File: config.mk
export PLATFORM = sky130hd
export DESIGN_NAME = line_raster_stepper_unit
export DESIGN_NICKNAME = d
export VERILOG_FILES = /design/src/design/lrs_pkg.sv /design/src/design/lrs_ctrl.sv /design/src/design/lrs_datapath.sv /design/src/design/line_raster_stepper_unit.sv
export SDC_FILE = /design/constraint.sdc
export NUM_CORES = 1
export LEC_CHECK = 0
export ABC_AREA = 1
export BUFFER_PORTS_ARGS = -buffer_cell sky130_fd_sc_hd__buf_2
export CAP_MARGIN = 5
export CELL_PAD_IN_SITES_DETAIL_PLACEMENT = 1
export CELL_PAD_IN_SITES_GLOBAL_PLACEMENT = 1
export CORE_MARGIN = 2
export CORE_UTILIZATION = 46
export DETAILED_ROUTE_END_ITERATION = 6
export PLACE_DENSITY_LB_ADDON = 0.1
export SLEW_MARGIN = 10
export SYNTH_ARGS = -nofsm -noshare
export SYNTH_HDL_FRONTEND = slang
export SYNTH_HIERARCHICAL = 1
export SYNTH_SLANG_ARGS = --single-unit
File: constraint.sdc
create_clock -name clk_i -period 3.8 [get_ports clk_i]
set_clock_uncertainty 0.05 [all_clocks]
set_input_delay 0.57 -clock clk_i [delete_from_list [all_inputs] [get_ports clk_i]]
set_output_delay 0.57 -clock clk_i [all_outputs]
set_load 0.005 [all_outputs]
File: src/design/lrs_pkg.sv
// ----------------------------------------------------------------------------
// lrs_pkg
// Shared types, constants and helpers of the line raster stepper.
// ----------------------------------------------------------------------------
package lrs_pkg;

  localparam int GridDim = 64;
  localparam int CoordW  = 6;
  localparam int AccW    = CoordW + 1;

  localparam logic [CoordW-1:0] MaxCoord = CoordW'(GridDim - 1);

  typedef struct packed {
    logic capture;
    logic setup;
    logic step;
  } cmd_t;

  typedef struct packed {
    logic last_step;
  } status_t;

  function automatic logic [CoordW-1:0] clamp_coord(input logic [CoordW-1:0] c);
    clamp_coord = (c > MaxCoord) ? MaxCoord : c;
  endfunction

  function automatic logic [CoordW-1:0] move_coord(input logic [CoordW-1:0] c,
                                                   input logic              mv,
                                                   input logic              neg);
    logic [CoordW-1:0] r;
    r = c;
    if (mv) begin
      r = neg ? c - CoordW'(1) : c + CoordW'(1);
    end
    move_coord = r;
  endfunction

endpackage

File: src/design/lrs_ctrl.sv
// ----------------------------------------------------------------------------
// lrs_ctrl
// Sequencer: capture, a setup state, then one step per point.
// ----------------------------------------------------------------------------
module lrs_ctrl (
  input  logic            clk_i,
  input  logic            rst_ni,
  input  logic            start_i,
  input  lrs_pkg::status_t status_i,
  output lrs_pkg::cmd_t    cmd_o,
  output logic            busy_o
);

  typedef enum logic [2:0] {
    StIdle  = 3'b001,
    StSetup = 3'b010,
    StRun   = 3'b100
  } state_e;

  state_e state_q, state_d;

  always_comb begin
    state_d       = state_q;
    cmd_o.capture = 1'b0;
    cmd_o.setup   = 1'b0;
    cmd_o.step    = 1'b0;
    case (state_q)
      StIdle: begin
        if (start_i) begin
          cmd_o.capture = 1'b1;
          state_d       = StSetup;
        end
      end
      StSetup: begin
        cmd_o.setup = 1'b1;
        state_d     = StRun;
      end
      StRun: begin
        cmd_o.step = 1'b1;
        if (status_i.last_step) begin
          state_d = StIdle;
        end
      end
      default: state_d = StIdle;
    endcase
  end

  assign busy_o = (state_q != StIdle);

  always_ff @(posedge clk_i or negedge rst_ni) begin
    if (!rst_ni) begin
      state_q <= StIdle;
    end else begin
      state_q <= state_d;
    end
  end

endmodule

File: src/design/lrs_datapath.sv
// ----------------------------------------------------------------------------
// lrs_datapath
// Coordinate, delta and error registers; one grid point per step command.
// ----------------------------------------------------------------------------
module lrs_datapath (
  input  logic                       clk_i,
  input  logic                       rst_ni,
  input  lrs_pkg::cmd_t              cmd_i,
  input  logic [lrs_pkg::CoordW-1:0] start_col_i,
  input  logic [lrs_pkg::CoordW-1:0] start_row_i,
  input  logic [lrs_pkg::CoordW-1:0] end_col_i,
  input  logic [lrs_pkg::CoordW-1:0] end_row_i,
  output lrs_pkg::status_t           status_o,
  output logic [lrs_pkg::CoordW-1:0] point_col_o,
  output logic [lrs_pkg::CoordW-1:0] point_row_o,
  output logic                       last_point_o,
  output logic                       point_strobe_o
);

  logic [lrs_pkg::CoordW-1:0] cur_col_q, cur_row_q, end_col_q, end_row_q;
  logic [lrs_pkg::CoordW-1:0] major_q, minor_q, rem_q;
  logic [lrs_pkg::AccW-1:0]   acc_q;
  logic col_neg_q, row_neg_q, col_nz_q, row_nz_q, col_major_q;
  logic [lrs_pkg::CoordW-1:0] out_col_q, out_row_q;
  logic                       out_last_q, strobe_q;

  // setup terms
  logic                       col_neg, row_neg, col_major;
  logic [lrs_pkg::CoordW-1:0] acol, arow, major_d;

  // step terms
  logic [lrs_pkg::AccW-1:0]   acc_sum;
  logic                       diag, mv_col, mv_row;

  assign col_neg   = (end_col_q < cur_col_q);
  assign row_neg   = (end_row_q < cur_row_q);
  assign acol      = col_neg ? cur_col_q - end_col_q : end_col_q - cur_col_q;
  assign arow      = row_neg ? cur_row_q - end_row_q : end_row_q - cur_row_q;
  assign col_major = (acol > arow);
  assign major_d   = col_major ? acol : arow;

  assign acc_sum = acc_q + lrs_pkg::AccW'(minor_q);
  assign diag    = (acc_sum >= lrs_pkg::AccW'(major_q));
  assign mv_col  = diag ? col_nz_q : col_major_q;
  assign mv_row  = diag ? row_nz_q : !col_major_q && row_nz_q;

  assign status_o.last_step = (rem_q == '0);

  always_ff @(posedge clk_i) begin
    if (cmd_i.capture) begin
      cur_col_q <= lrs_pkg::clamp_coord(start_col_i);
      cur_row_q <= lrs_pkg::clamp_coord(start_row_i);
      end_col_q <= lrs_pkg::clamp_coord(end_col_i);
      end_row_q <= lrs_pkg::clamp_coord(end_row_i);
    end else if (cmd_i.setup) begin
      col_neg_q   <= col_neg;
      row_neg_q   <= row_neg;
      col_nz_q    <= (acol != '0);
      row_nz_q    <= (arow != '0);
      col_major_q <= col_major;
      major_q     <= major_d;
      minor_q     <= col_major ? arow : acol;
      rem_q       <= major_d;
      acc_q       <= lrs_pkg::AccW'(major_d >> 1);
    end else if (cmd_i.step) begin
      out_col_q  <= cur_col_q;
      out_row_q  <= cur_row_q;
      out_last_q <= (rem_q == '0);
      acc_q      <= diag ? acc_sum - lrs_pkg::AccW'(major_q) : acc_sum;
      cur_col_q  <= lrs_pkg::move_coord(cur_col_q, mv_col, col_neg_q);
      cur_row_q  <= lrs_pkg::move_coord(cur_row_q, mv_row, row_neg_q);
      rem_q      <= rem_q - lrs_pkg::CoordW'(1);
    end
  end

  always_ff @(posedge clk_i or negedge rst_ni) begin
    if (!rst_ni) begin
      strobe_q <= 1'b0;
    end else begin
      strobe_q <= cmd_i.step;
    end
  end

  assign point_col_o    = out_col_q;
  assign point_row_o    = out_row_q;
  assign last_point_o   = out_last_q;
  assign point_strobe_o = strobe_q;

endmodule

File: src/design/line_raster_stepper_unit.sv
// ----------------------------------------------------------------------------
// line_raster_stepper_unit
// Bresenham line stepper for all octants: emits every grid point of a line.
// ----------------------------------------------------------------------------
// channel  | transfer when          | ports
// request  | start && !busy         | start_col_i, start_row_i, end_col_i, end_row_i
// point    | point_strobe_o         | point_col_o, point_row_o, last_point_o
//
// A request passes through a setup state, then yields one point per cycle until
// busy drops after the last one. Points come out of a register in the cycle
// after their step. The receiver cannot stall; each point is shown for one
// cycle. Reset returns the sequencer to idle.
// ----------------------------------------------------------------------------
module line_raster_stepper_unit (
  input  logic                       clk_i,
  input  logic                       rst_ni,
  input  logic                       start,
  output logic                       busy,
  input  logic [lrs_pkg::CoordW-1:0] start_col_i,
  input  logic [lrs_pkg::CoordW-1:0] start_row_i,
  input  logic [lrs_pkg::CoordW-1:0] end_col_i,
  input  logic [lrs_pkg::CoordW-1:0] end_row_i,
  output logic [lrs_pkg::CoordW-1:0] point_col_o,
  output logic [lrs_pkg::CoordW-1:0] point_row_o,
  output logic                       last_point_o,
  output logic                       point_strobe_o
);

  lrs_pkg::cmd_t    cmd;
  lrs_pkg::status_t status;

  lrs_ctrl u_ctrl (
    .clk_i    (clk_i),
    .rst_ni   (rst_ni),
    .start_i  (start),
    .status_i (status),
    .cmd_o    (cmd),
    .busy_o   (busy)
  );

  lrs_datapath u_datapath (
    .clk_i          (clk_i),
    .rst_ni         (rst_ni),
    .cmd_i          (cmd),
    .start_col_i    (start_col_i),
    .start_row_i    (start_row_i),
    .end_col_i      (end_col_i),
    .end_row_i      (end_row_i),
    .status_o       (status),
    .point_col_o    (point_col_o),
    .point_row_o    (point_row_o),
    .last_point_o   (last_point_o),
    .point_strobe_o (point_strobe_o)
  );

endmodule

Word-level counts from Yosys, hierarchy flattened --
Index checks and enable logic that the tools add are counted.
Word-level totals: output and inout bits 15, word-level logic and storage cells 92, bits of input ports 27, register bits after elaboration 71
Operators by class: reduce and logical (&&, ||, !) cells 15, mux-type cells 30, bitwise gates (word level) 2, eq/ne operators 7, $lt $le $gt $ge 8, add/sub/neg operators 11
Operators by type and width (number):
- two-way mux 6 bit | 18
- greater-than comparator 6 bit, second input constant | 4
- subtractor 6 bit | 4
- subtractor 6 x 1 -> 6 bit, second input constant | 3
- two-way mux 7 bit | 2
- adder 6 x 1 -> 6 bit, second input constant | 2
- less-than comparator 6 bit | 2
- nonzero test 6 bit | 2
- one-hot mux 3 bit (3 select lines) | 1
- AND reduction 3 bit | 3
- nonzero test 2 bit | 4
- adder 7 x 6 -> 7 bit | 1
- greater-or-equal comparator 7 x 6 -> 1 bit | 1
- subtractor 7 x 6 -> 7 bit | 1
- greater-than comparator 6 bit | 1
- logical NOT 6 bit | 1
- two-way mux 1 bit | 6
- two-way mux 3 bit | 2
- AND reduction 2 bit | 3
- two-way mux 5 bit | 1
- inequality test 2 bit, second input constant | 2
- == test 3 x 1 -> 1 bit, second input constant | 1
- == test 3 x 2 -> 1 bit, second input constant | 1
- == test 3 bit, second input constant | 1
- other kinds (5) | 6

Depth between registers and ports, before layout --
depth after elaboration 7, gate-level depth with buffers 25, gate-level depth less buffers 23

By module --
The synthesis kept the hierarchy.
Modules (own cells, without submodules):
- lrs_datapath | cells an instance 605, area each 5111.2 um2, seq. area each 2037.0 um2, times used 1
- lrs_ctrl | cells an instance 20, area each 177.7 um2, seq. area each 76.3 um2, times used 1

Worst setup path before layout --
OpenSTA, ideal clock, no wires.
kind register to register, start point register u_datapath/cur_row_q[0] (netlist name), end point register u_datapath/major_q[5] (netlist name), data pin, buffers on the path 1, arrival time 2.747 ns, setup time 0.255 ns, path slack 0.749 ns, required time 3.495 ns, period minus slack after synthesis 3.051 ns, cell stages (with the launch flop) 20, path through edfxtp_1 ha_1 fa_1 inv_1 nand3_2 inv_2 nor2_8 nand2_1 nand3_1 and2_4 ha_1 nand2_1 nor2_1 o21ai_1 inv_1 nor2_1 nor2_2 buf_4 nand3_1 and2_1
On the way: word-level cells in the longest chain between the ends 4, elaborated cells on any way between the ends 6, classes of those cells add/sub (2); order compare (2); mux (2)
Ends and longest elaborated chain:
- start: declaration | RTL line lrs_datapath.sv:20 | logic [lrs_pkg::CoordW-1:0] cur_col_q, cur_row_q, end_col_q, end_row_q;
- start signal: assignment | RTL line lrs_datapath.sv:52 | cur_row_q <= lrs_pkg::clamp_coord(start_row_i);
- start signal: assignment | RTL line lrs_datapath.sv:71 | cur_row_q <= lrs_pkg::move_coord(cur_row_q, mv_row, row_neg_q);
- less-than comparator 6 bit | RTL line lrs_datapath.sv:36 | assign row_neg = (end_row_q < cur_row_q);
- net u_datapath.row_neg | RTL line lrs_datapath.sv:28 | logic col_neg, row_neg, col_major;
- two-way mux 6 bit | RTL line lrs_datapath.sv:38 | assign arow = row_neg ? cur_row_q - end_row_q : end_row_q - cur_row_q;
- greater-than comparator 6 bit | RTL line lrs_datapath.sv:39 | assign col_major = (acol > arow);
- net u_datapath.col_major | RTL line lrs_datapath.sv:28
- two-way mux 6 bit | RTL line lrs_datapath.sv:40 | assign major_d = col_major ? acol : arow;
- net u_datapath.major_d, one bit | RTL line lrs_datapath.sv:29 | logic [lrs_pkg::CoordW-1:0] acol, arow, major_d;
- end signal: assignment | RTL line lrs_datapath.sv:61 | major_q <= major_d;
- end: declaration | RTL line lrs_datapath.sv:21 | logic [lrs_pkg::CoordW-1:0] major_q, minor_q, rem_q;
The timed path passes the listed nets, and every way through them passes these cells. A chain may end at the register's enable or synchronous reset.

Worst setup path after layout --
start point register u_datapath/cur_row_q[0] (netlist name), end point register u_datapath/acc_q[1] (netlist name), data pin
On the way: word-level cells in the longest chain between the ends 5, elaborated cells on any way between the ends 7, classes of those cells add/sub (2); order compare (2); mux (3)
Ends and longest elaborated chain:
- subtractor 6 bit / less-than comparator 6 bit (equally long branches) | RTL line lrs_datapath.sv:38, lrs_datapath.sv:36
- two-way mux 6 bit * | RTL line lrs_datapath.sv:38
- greater-than comparator 6 bit | RTL line lrs_datapath.sv:39
- two-way mux 6 bit * | RTL line lrs_datapath.sv:40
- two-way mux 5 bit * | RTL line lrs_datapath.sv:55 | end else if (cmd_i.setup) begin
- end signal: assignment | RTL line lrs_datapath.sv:64 | acc_q <= lrs_pkg::AccW'(major_d >> 1);
- end signal: assignment | RTL line lrs_datapath.sv:69 | acc_q <= diag ? acc_sum - lrs_pkg::AccW'(major_q) : acc_sum;
- end: declaration | RTL line lrs_datapath.sv:22 | logic [lrs_pkg::AccW-1:0] acc_q;
Mark *: on every way between the ends. The rest lies on a longest branch, timed or not.

==> results by group <==
Synth
  • Sequential share of the synthesized area: 0.400
  • Syn nets: 710
  • Post-synth top cells: nand2_1 (160), inv_1 (96), edfxtp_1 (67), ha_1 (50), nor2_1 (39)
  • Top cells by area, synth: edfxtp_1 (38%), ha_1 (12%), nand2_1 (11%), inv_1 (6.8%), nand3_1 (3.5%)
  • Top FF cell, synth: edfxtp_1
  • Post-synth top area cell: edfxtp_1
  • Number of synthesized register bits: 71
  • Mapped Area: 0.00529 mm^2
  • Cells after synthesis: 625
  • Top-count cell post-synth: nand2_1
  • Unique masters post-synth: 44
  • Ys async rst share: 0.0563
  • Avg Cell Area, Syn: 8.46 um^2
  • Post-synth EDFFs: 67
  • Top cell type's share of synthesized area: 0.380
  • Yosys warning count: 6

Setup path
  • Critical path capture point type: flop
  • Worst path arrival time: 3610 ps
  • Crit start category: flop
  • Reg2Reg Depth: 18
  • Most frequent CP cell: nand2_1
  • Worst path bufs/invs: 2
  • Worst R2R Start: u_datapath/cur_row_q[0]
  • Slowest stage cell, crit path: edfxtp_1
  • RR Endpoint: u_datapath/acc_q[1]
  • Worst Path Class, Setup: reg -> reg
  • Crit path capture: u_datapath/acc_q[1]
  • Required time of the critical path: 3830 ps
  • CP Max Fanout: 15
  • Top Family by Delay on Critical Path: simple AND/OR/NAND/NOR gates
  • Reg-to-reg slack, setup: 220 ps
  • Worst path cell trace: ha_1 -> fa_1 -> inv_1 -> nand3_2 -> nand3_2 -> nand2_1 -> nand2_1 -> nand2_1 -> and2_4 -> ha_1 -> nand2_1 -> nor2_1 -> and3_1 -> nor2_4 -> inv_4 -> nand2_1 -> nand3_1 -> nand2_1
  • CP Depth: 18
  • CP max stage delay: 430 ps
  • Worst Setup SP: u_datapath/cur_row_q[0]

Place
  • Post-DP HPWL: 10,300 um
  • Placer Congestion: 0.853
  • Port Buffer Count: 41
  • Placement-stage cell area: 0.00558 mm^2

Drt
  • DRC Markers: 0
  • Via density: 5.12
  • Routed wire per std cell: 16.1 um
  • DRT iter0 DRCs: 194
  • Via count: 4,169
  • Routed wire length: 13,100 um
  • Initial DRT Pass Iterations: 5
  • Antenna-violating nets left: 0

CTS
  • Clk sinks: 71
  • CTS Buf Count: 9
  • CTS tree: yes
  • Clock Latency Late Sink: 340 ps
  • Max clock buf depth: 2
  • H-tree levels: 3
  • Reg clk slew, reported paths: 60 ps
  • CTS root buffer: clkbuf_16

STA
  • Final Hold Slack: 350 ps
  • Final TNS setup: 0 ps
  • Final setup violation count: 0
  • Slew Limit Fails: 0
  • Final hold violation count: 0
  • Slew @ Worst Pin: 440 ps
  • Final period util: 0.941
  • Slew HR: 0.706
  • Min Tclk post-route: 3580 ps
  • Max frequency: 0.280 GHz

Floorplanning
  • Die span in y: 111 um
  • # IOs: 42
  • Initial Utilization: 0.467
  • Num rows: 39
  • Die area: 0.0124 mm^2
  • Core area: 0.0113 mm^2
  • Die width: 111 um

Job
  • Number of max-cap violations: 0

Global routing
  • GRT Total Usage: 0.219
  • Vias in the first global route: 4,416
  • Global route overflow: 0
  • Global-route wire length before repair: 21,600 um
  • Antenna violations before repair: 0
  • Largest net degree at the start of global routing: 27

Min path
  • Hold/Removal Path Class: in -> reg
  • Worst hold start: end_row_i[2]

Final layout
  • Diode count: 0
  • Final core utilization: 0.526
  • Post-layout net count: 751
  • Area grow syn2layout: 12.6%
  • Final Cell Area: 0.00595 mm^2
  • Layout cells sized above 1: 0.180

Run status
  • Status: complete, no violations
[kinds of logic after synthesis]
logic type                 after synthesis  synth area share
buffers and inverters                  132             0.102
adders and majority gates               58             0.149
xor gates and xnor gates                18            0.0298
DFF                                     71             0.400
AOI/OAI and AO/OA                       55            0.0634
and+or+nand+nor                        291             0.257
[per-layer routing]
layer	track usage	vias up	part of all wire
li1	-	2089	-
met5	0	-	0
met1	0.262	2006	0.44
met4	0.0617	0	0.011
met3	0.0492	12	0.030
met2	0.395	62	0.52
[worst min-delay path by stage]
stage               depth (start not counted)                   endpoint  slack, ps
finish                                      1    u_datapath/end_row_q[2]        350
global route                                1    u_datapath/end_row_q[2]        340
CTS                                         1    u_datapath/end_row_q[2]        340
detailed placement                          1          u_ctrl/state_q[2]        330
global placement                            1  u_datapath/point_strobe_o        330
floorplan                                   0          u_ctrl/state_q[1]        220
[through the flow]
stage,setup slack [ps],cells
4_1_cts,103,806
6_report,225,814
2_1_floorplan,749,625
3_3_place_gp,207,789
5_1_grt,-3.57,814
3_5_place_dp,3.82,789
[flip-flops by register name (all words and copies together), names as in the netlist]
name                       flops
u_datapath/point_col_o         6
u_datapath/point_row_o         6
u_datapath/minor_q             6
u_datapath/acc_q               7
u_datapath/end_row_q           6
u_datapath/cur_col_q           6
u_datapath/rem_q               6
u_datapath/col_major_q         1
u_datapath/cur_row_q           6
u_ctrl/state_q                 3
u_datapath/col_nz_q            1
u_datapath/col_neg_q           1
u_datapath/row_neg_q           1
u_datapath/end_col_q           6
u_datapath/point_strobe_o      1
u_datapath/last_point_o        1
u_datapath/row_nz_q            1
u_datapath/major_q             6
[worst reg2reg max path, stage by stage, from the launching register on]
cell,delay [ps]
edfxtp_1,430
ha_1,270
fa_1,390
inv_1,130
nand3_2,130
nand3_2,160
nand2_1,100
nand2_1,80
nand2_1,70
and2_4,160
ha_1,290
nand2_1,70
nor2_1,160
and3_1,270
nor2_4,80
inv_4,140
nand2_1,80
nand3_1,160
nand2_1,100
[final cells by class]
type	count	area [um^2]
clock inverter	7	63.8
inverter	108	410
sequential	71	2110
fill	1384	5370
tap	143	179
timing repair buffer	53	298
clock buffer	9	225
multi-input combinational	423	2660
[repair_timing]
action | 4_1_cts | 5_1_grt
gates cloned | 0 | 1
endpoints found under the setup margin | 1 | 18
hold buffers | 1 | 0
endpoints found under the hold margin | 3 | 0
buffers inserted | 0 | 7
pin swaps | 0 | 1
resized for setup | 1 | 4
[layout by cell type, fill, tap and decap left out, types with 6 or more instances in the layout]
master,Yosys,layout
edfxtp_1,67,67
inv_2,10,9
ha_1,50,49
nand2_1,160,160
buf_4,2,11
clkbuf_16,0,9
nand3_1,37,37
nand4_1,12,12
inv_1,96,96
fa_1,8,7
nand2_2,11,11
o21ai_0,13,13
buf_2,2,41
a21oi_1,16,16
xnor2_1,6,6
xor2_1,12,12
nor2_1,39,37
o21ai_1,9,9
Power is left out: the tool's default activity adds up to more than one toggle a clock period on the data nets, which glitch-free logic cannot reach.
